`src/hdl/cmsp_pkg.sv`:
```
package cmsp_pkg;

    typedef enum logic [2:0] {
        PH_HEADER    = 3'd0,
        PH_TOKEN     = 3'd1,
        PH_OPT_HDR   = 3'd2,
        PH_DELTA_EXT = 3'd3,
        PH_LEN_EXT   = 3'd4,
        PH_VALUE     = 3'd5,
        PH_PAYLOAD   = 3'd6
    } t_phase;

    // byte class codes
    localparam logic [2:0] CLS_HEADER     = 3'd0;
    localparam logic [2:0] CLS_TOKEN      = 3'd1;
    localparam logic [2:0] CLS_OPT_HDR    = 3'd2;
    localparam logic [2:0] CLS_DELTA_EXT  = 3'd3;
    localparam logic [2:0] CLS_LEN_EXT    = 3'd4;
    localparam logic [2:0] CLS_VALUE      = 3'd5;
    localparam logic [2:0] CLS_MARKER     = 3'd6;
    localparam logic [2:0] CLS_PAYLOAD    = 3'd7;

    localparam logic [3:0]  NIB_EXT_ONE    = 4'd13;
    localparam logic [3:0]  NIB_EXT_TWO    = 4'd14;
    localparam logic [15:0] EXT_ONE_OFFSET = 16'd13;
    localparam logic [15:0] EXT_TWO_OFFSET = 16'd269;
    localparam logic [7:0]  MARKER_BYTE    = 8'hFF;
    localparam logic [3:0]  TOKEN_MAX      = 4'd8;
    localparam logic [7:0]  OPT_TOTAL_MAX  = 8'hFF;
    localparam logic [1:0]  HDR_LAST_POS   = 2'd3;

    typedef struct packed {
        logic [7:0] in_byte;
        logic       last_byte;
    } t_in_word;

    typedef struct packed {
        logic [2:0]  byte_class;
        logic        option_ready;
        logic [15:0] option_number;
        logic [15:0] option_length;
        logic [7:0]  option_total;
        logic [3:0]  token_count;
        logic        truncated;
        logic        end_of_message;
    } t_out_word;

    typedef struct packed {
        t_phase      phase;
        logic [1:0]  header_position;
        logic [3:0]  token_left;
        logic [3:0]  token_size;
        logic [3:0]  pending_delta_nibble;
        logic [3:0]  pending_length_nibble;
        logic [7:0]  extension_high_byte;
        logic [1:0]  extension_bytes_left;
        logic [15:0] running_number;
        logic [15:0] current_length;
        logic [15:0] value_left;
        logic [7:0]  options_seen;
    } t_state;

endpackage

```
`src/hdl/cmsp_step.sv`:
```
module cmsp_step
    import cmsp_pkg::*;
(
    input  t_state    i_state,
    input  t_in_word  i_word,
    output t_state    o_state,
    output t_out_word o_word
);

    t_state      n;
    logic [2:0]  cls;
    logic        ready;
    logic        do_after_delta;
    logic        do_finish;
    logic [15:0] fin_len;
    logic [15:0] ext_lo;
    logic [15:0] ext_hi;
    logic [3:0]  nib;
    logic        trunc;

    always_comb begin
        n              = i_state;
        cls            = CLS_HEADER;
        ready          = 1'b0;
        do_after_delta = 1'b0;
        do_finish      = 1'b0;
        fin_len        = 16'd0;
        nib            = i_word.in_byte[3:0];
        ext_lo         = {8'h00, i_word.in_byte} + EXT_ONE_OFFSET;
        ext_hi         = {i_state.extension_high_byte, i_word.in_byte} + EXT_TWO_OFFSET;

        unique case (i_state.phase)
            PH_HEADER: begin
                cls = CLS_HEADER;
                if (i_state.header_position == 2'd0) begin
                    n.token_size = (nib != 4'd0 && nib <= TOKEN_MAX) ? nib : 4'd0;
                end
                if (i_state.header_position == HDR_LAST_POS) begin
                    n.header_position = 2'd0;
                    n.token_left      = n.token_size;
                    n.phase           = (n.token_size != 4'd0) ? PH_TOKEN : PH_OPT_HDR;
                end else begin
                    n.header_position = i_state.header_position + 2'd1;
                end
            end
            PH_TOKEN: begin
                cls = CLS_TOKEN;
                if (i_state.token_left != 4'd0) begin
                    n.token_left = i_state.token_left - 4'd1;
                end
                if (n.token_left == 4'd0) begin
                    n.phase = PH_OPT_HDR;
                end
            end
            PH_OPT_HDR: begin
                if (i_word.in_byte == MARKER_BYTE) begin
                    cls     = CLS_MARKER;
                    n.phase = PH_PAYLOAD;
                end else begin
                    cls                     = CLS_OPT_HDR;
                    n.pending_delta_nibble  = i_word.in_byte[7:4];
                    n.pending_length_nibble = nib;
                    if (i_word.in_byte[7:4] == NIB_EXT_ONE
                            || i_word.in_byte[7:4] == NIB_EXT_TWO) begin
                        n.extension_bytes_left =
                            (i_word.in_byte[7:4] == NIB_EXT_TWO) ? 2'd2 : 2'd1;
                        n.phase = PH_DELTA_EXT;
                    end else begin
                        n.running_number = i_state.running_number
                                         + {12'h000, i_word.in_byte[7:4]};
                        do_after_delta   = 1'b1;
                    end
                end
            end
            PH_DELTA_EXT: begin
                cls = CLS_DELTA_EXT;
                if (i_state.extension_bytes_left >= 2'd2) begin
                    n.extension_high_byte  = i_word.in_byte;
                    n.extension_bytes_left = 2'd1;
                end else begin
                    n.extension_bytes_left = 2'd0;
                    n.running_number = i_state.running_number
                        + ((i_state.pending_delta_nibble == NIB_EXT_TWO) ? ext_hi : ext_lo);
                    do_after_delta = 1'b1;
                end
            end
            PH_LEN_EXT: begin
                cls = CLS_LEN_EXT;
                if (i_state.extension_bytes_left >= 2'd2) begin
                    n.extension_high_byte  = i_word.in_byte;
                    n.extension_bytes_left = 2'd1;
                end else begin
                    n.extension_bytes_left = 2'd0;
                    do_finish = 1'b1;
                    fin_len   = (i_state.pending_length_nibble == NIB_EXT_TWO) ? ext_hi
                                                                               : ext_lo;
                end
            end
            PH_VALUE: begin
                cls = CLS_VALUE;
                if (i_state.value_left != 16'd0) begin
                    n.value_left = i_state.value_left - 16'd1;
                end
                if (n.value_left == 16'd0) begin
                    n.phase = PH_OPT_HDR;
                end
            end
            default: begin
                cls     = CLS_PAYLOAD;
                n.phase = PH_PAYLOAD;
            end
        endcase

        // length nibble either needs extension bytes or closes the option here
        if (do_after_delta) begin
            if (n.pending_length_nibble == NIB_EXT_ONE
                    || n.pending_length_nibble == NIB_EXT_TWO) begin
                n.extension_bytes_left =
                    (n.pending_length_nibble == NIB_EXT_TWO) ? 2'd2 : 2'd1;
                n.phase = PH_LEN_EXT;
            end else begin
                do_finish = 1'b1;
                fin_len   = {12'h000, n.pending_length_nibble};
            end
        end

        if (do_finish) begin
            ready            = 1'b1;
            n.current_length = fin_len;
            n.value_left     = fin_len;
            if (n.options_seen != OPT_TOTAL_MAX) begin
                n.options_seen = n.options_seen + 8'd1;
            end
            n.phase = (fin_len != 16'd0) ? PH_VALUE : PH_OPT_HDR;
        end

        trunc = i_word.last_byte && n.phase != PH_OPT_HDR && n.phase != PH_PAYLOAD;

        o_word.byte_class     = cls;
        o_word.option_ready   = ready;
        o_word.option_number  = n.running_number;
        o_word.option_length  = n.current_length;
        o_word.option_total   = n.options_seen;
        o_word.token_count    = n.token_size;
        o_word.truncated      = trunc;
        o_word.end_of_message = i_word.last_byte;

        // message done: back to the reset state
        if (i_word.last_byte) begin
            n = '0;
        end
        o_state = n;
    end

endmodule

```
`src/hdl/coap_message_stream_parser.sv`:
```
// An accepted byte's result word is registered and shows on o_out_data next cycle.
// One byte per cycle while the sink keeps up; the parse state and the decode
// of each byte sit between the state register and a single output register.
// A byte is taken while a result waits, provided the sink takes it that cycle.
// Reset (synchronous, active low) returns the parser to the header phase and
// empties the output register; state also clears after each last byte.
module coap_message_stream_parser
    import cmsp_pkg::*;
(
    input  logic      i_clk,
    input  logic      i_rst_n,
    input  logic      i_in_valid,
    output logic      o_in_ready,
    input  t_in_word  i_in_data,
    output logic      o_out_valid,
    input  logic      i_out_ready,
    output t_out_word o_out_data
);

    t_state    r_state;
    t_state    n_state;
    logic      r_out_valid;
    logic      n_out_valid;
    t_out_word r_out_data;
    t_out_word step_word;
    logic      accept;

    cmsp_step u_step (
        .i_state (r_state),
        .i_word  (i_in_data),
        .o_state (n_state),
        .o_word  (step_word)
    );

    assign o_in_ready = !r_out_valid || i_out_ready;
    assign accept     = i_in_valid && o_in_ready;

    always_comb begin
        n_out_valid = r_out_valid;
        if (accept) begin
            n_out_valid = 1'b1;
        end else if (i_out_ready) begin
            n_out_valid = 1'b0;
        end
    end

    always_ff @(posedge i_clk) begin
        if (!i_rst_n) begin
            r_state     <= '0;
            r_out_valid <= 1'b0;
        end else begin
            r_out_valid <= n_out_valid;
            if (accept) begin
                r_state <= n_state;
            end
        end
    end

    always_ff @(posedge i_clk) begin
        if (accept) begin
            r_out_data <= step_word;
        end
    end

    assign o_out_valid = r_out_valid;
    assign o_out_data  = r_out_data;

endmodule

```
`config.mk`:
```
export PLATFORM = sky130hd
export DESIGN_NAME = coap_message_stream_parser
export DESIGN_NICKNAME = d
export VERILOG_FILES = /design/src/hdl/cmsp_pkg.sv /design/src/hdl/cmsp_step.sv /design/src/hdl/coap_message_stream_parser.sv
export SDC_FILE = /design/constraint.sdc
export NUM_CORES = 1
export LEC_CHECK = 0
export BUFFER_PORTS_ARGS = -buffer_cell sky130_fd_sc_hd__buf_2
export CAP_MARGIN = 20
export CORE_ASPECT_RATIO = 1.1
export CORE_MARGIN = 10
export CORE_UTILIZATION = 25
export CTS_CLUSTER_DIAMETER = 60
export DETAILED_ROUTE_END_ITERATION = 16
export PLACE_DENSITY = 0.5
export SYNTH_ARGS = -nofsm -noshare
export SYNTH_HDL_FRONTEND = slang
export SYNTH_HIERARCHICAL = 1
export SYNTH_SLANG_ARGS = --single-unit
```
`constraint.sdc`:
```
create_clock -name i_clk -period 3.3 [get_ports i_clk]
set_input_delay 0.165 -clock i_clk [delete_from_list [all_inputs] [get_ports i_clk]]
set_output_delay 0.165 -clock i_clk [all_outputs]
set_load 0.005 [all_outputs]
```
==> out/metrics.cfg <==
[timing]
finalHoldViolCount=0
finalCritPeriodShare_pct=93.2
fmax_mhz=325
max_slew_margin_pct=44.2
fin_tns_setup_ns=0
fin_crit_ns=3.08
drv_slew=0
worstMarginPinSlew_ns=0.837
finClkSkew_ns=0.0161
setup_viol=0
rsz0062_at_grt=no

[placed_design]
dpl.hpwl_um=21100
place_inst=1763
io_buffers=64
gp_congestion=0.932

[power]
p_per_area_nw_per_um2=366
ir_worst_vdd_uv=314
p_total_w=0.00423
p_leak_nw=4.72

[grt]
grt.busiest_layer=met2
grt_util_met1_pct=15.7
grt.met2_usage_pct=20.1
grt.overflow.total=0
use_met3_pct=2.74
grt_max_degree=82
grt_pass1_vias=8159
grt_pass1_wl_um=45300
antenna_found_initial=4
grt_util_all_layers_pct=12.4

[finish]
fin_cells=1798
synthToLayoutAreaGrowth_pct=22.2
finalNetCount=1331
drive_gt1_share_pct=17.3

[clocking]
h-tree-depth=4
clk_pin_slew_ns=0.07
post_cts_buffers=0
cts_root_buf=clkbuf_16
insertion_delay_ns=0.46
clock_path_buffers=2
cts_buffers=17
cts_sinks=137
cts_tree=done

[worst_hold_path]
worstHoldStart=i_in_data[7]
min_path_type=in -> reg

[worst_setup_path]
cp_top_family=compound AO/OA/AOI/OAI gates
crit_path_start=r_state[8]
r2r_start=r_state[8]
cp.required_ns=3.49
max_stage_delay_ns=0.48
crit_fanout=7
crit_chain=inv_1 -> ha_1 -> nor3b_1 -> nand4_1 -> mux2_2 -> a2111oi_0 -> nand2_1 -> nor4_2 -> a21oi_1 -> o211a_1
crit_slowest_cell=a2111oi_0
crit_type=reg -> reg
critPathArrivalTime_ns=3.27
endpoint_kind=register
critPathLaunchType=register
worst-path-buf-inv=1

[detailed_routing]
routedWlPerCell_um=15.8
drc=0
drtAntennaViolNets=0
first_pass_iters=5
via_per_inst=4.78
wl_um=28400
drt_iter0_markers=506
via_count=8599

[floorplan]
core.rowCount=74
ios=65
start_util_pct=25.4
dieArea_um2=46100
die_width_um=206
die-height_um=224
coreArea_um2=37300

[run]
cap_viol_max_count=0

[run_status]
status=finished clean

[synth]
syn_area_per_cell_um2=8.07
netlist_instances=1173
syn_nets=1214
yosys_warnings=6
syn_area_um2=9470

layout make-up:
cell class	instances	area, µm²
clock inverters	14	195
repair buffers	172	1200
clock buffers	18	429
flip-flops and latches	137	3250
diodes	1	2.50
well taps	494	618
multi-input cells	937	5790
inverters	25	93.8
fillers	4005	25700
state kept, by name, indices dropped and copies added (netlist names):
signal	count
o_out_valid	1
o_out_data	50
r_state	86
metrics by stage:
step / setup WS [ns] / cell area (µm²) / hold slack (ns) / util (%)
final: 0.224 / 11600 / 0.276 / 31.0
after global routing: 0.00841 / 11600 / 0.306 / 31.0
after CTS: 0.251 / 11600 / 0.256 / 31.0
after detailed placement: -0.202 / 10900 / 0.430 / 29.3
after global placement: -0.114 / 10900 / 0.424 / 29.3
after floorplan: 0.0694 / 9470 / 0.304 / -
power breakdown:
part	switching [W]	internal, W
registers	0.00000999	0.00178
clock network	0.000821	0.00127
logic	0.000213	0.000136
total	0.00104	0.00319
path summary, 6_finish.rpt:
kind	to	slack [ns]	cells past startpoint
worst max-delay path	o_out_data[1]	0.22	10
worst min register to register	r_state[35]	0.46	2
worst max register to register	o_out_data[1]	0.22	10
worst min-delay path	r_state[72]	0.28	6
worst register-to-register path: stages, from the launching register on:
cell and delay, ns:
dfxtp_1 0.44, inv_1 0.08, ha_1 0.23, nor3b_1 0.14
nand4_1 0.10, mux2_2 0.35, a2111oi_0 0.48, nand2_1 0.15
nor4_2 0.40, a21oi_1 0.18, o211a_1 0.27
repair_timing:
item | in CTS | in global routing
gates resized for setup | 0 | 2
endpoints found under the setup margin | 0 | 1
hold buffers | 2 | 0
hold endpoints to repair | 1 | 0
layout by cell type, fill, tap and decap left out, types with 7 or more instances in the layout:
| master | count |
|---|---|
| a22oi_1 | 8 |
| dfxtp_1 | 85 |
| a21oi_1 | 81 |
| nor3_1 | 30 |
| nor2b_1 | 54 |
| and2_1 | 9 |
| xor2_1 | 17 |
| nand3_1 | 23 |
| and3_1 | 12 |
| buf_2 | 63 |
| o22ai_1 | 7 |
| inv_1 | 23 |
| edfxtp_1 | 50 |
| mux2i_1 | 98 |
| nor2_1 | 107 |
| a31oi_1 | 10 |
| buf_4 | 102 |
| or3_1 | 7 |
| xnor2_1 | 30 |
| nand4_1 | 8 |
| ha_1 | 26 |
| clkbuf_16 | 17 |
| a21o_1 | 19 |
| nand2_1 | 242 |
| a211oi_1 | 9 |
| o21ai_0 | 34 |
layer usage:
metal	up-vias	part of all wire, %
li1	4337	-
met1	4080	46
met2	139	48
met3	37	4.4
met4	6	1.9
met5	-	0.14
Power figures use the tool's default switching activity.
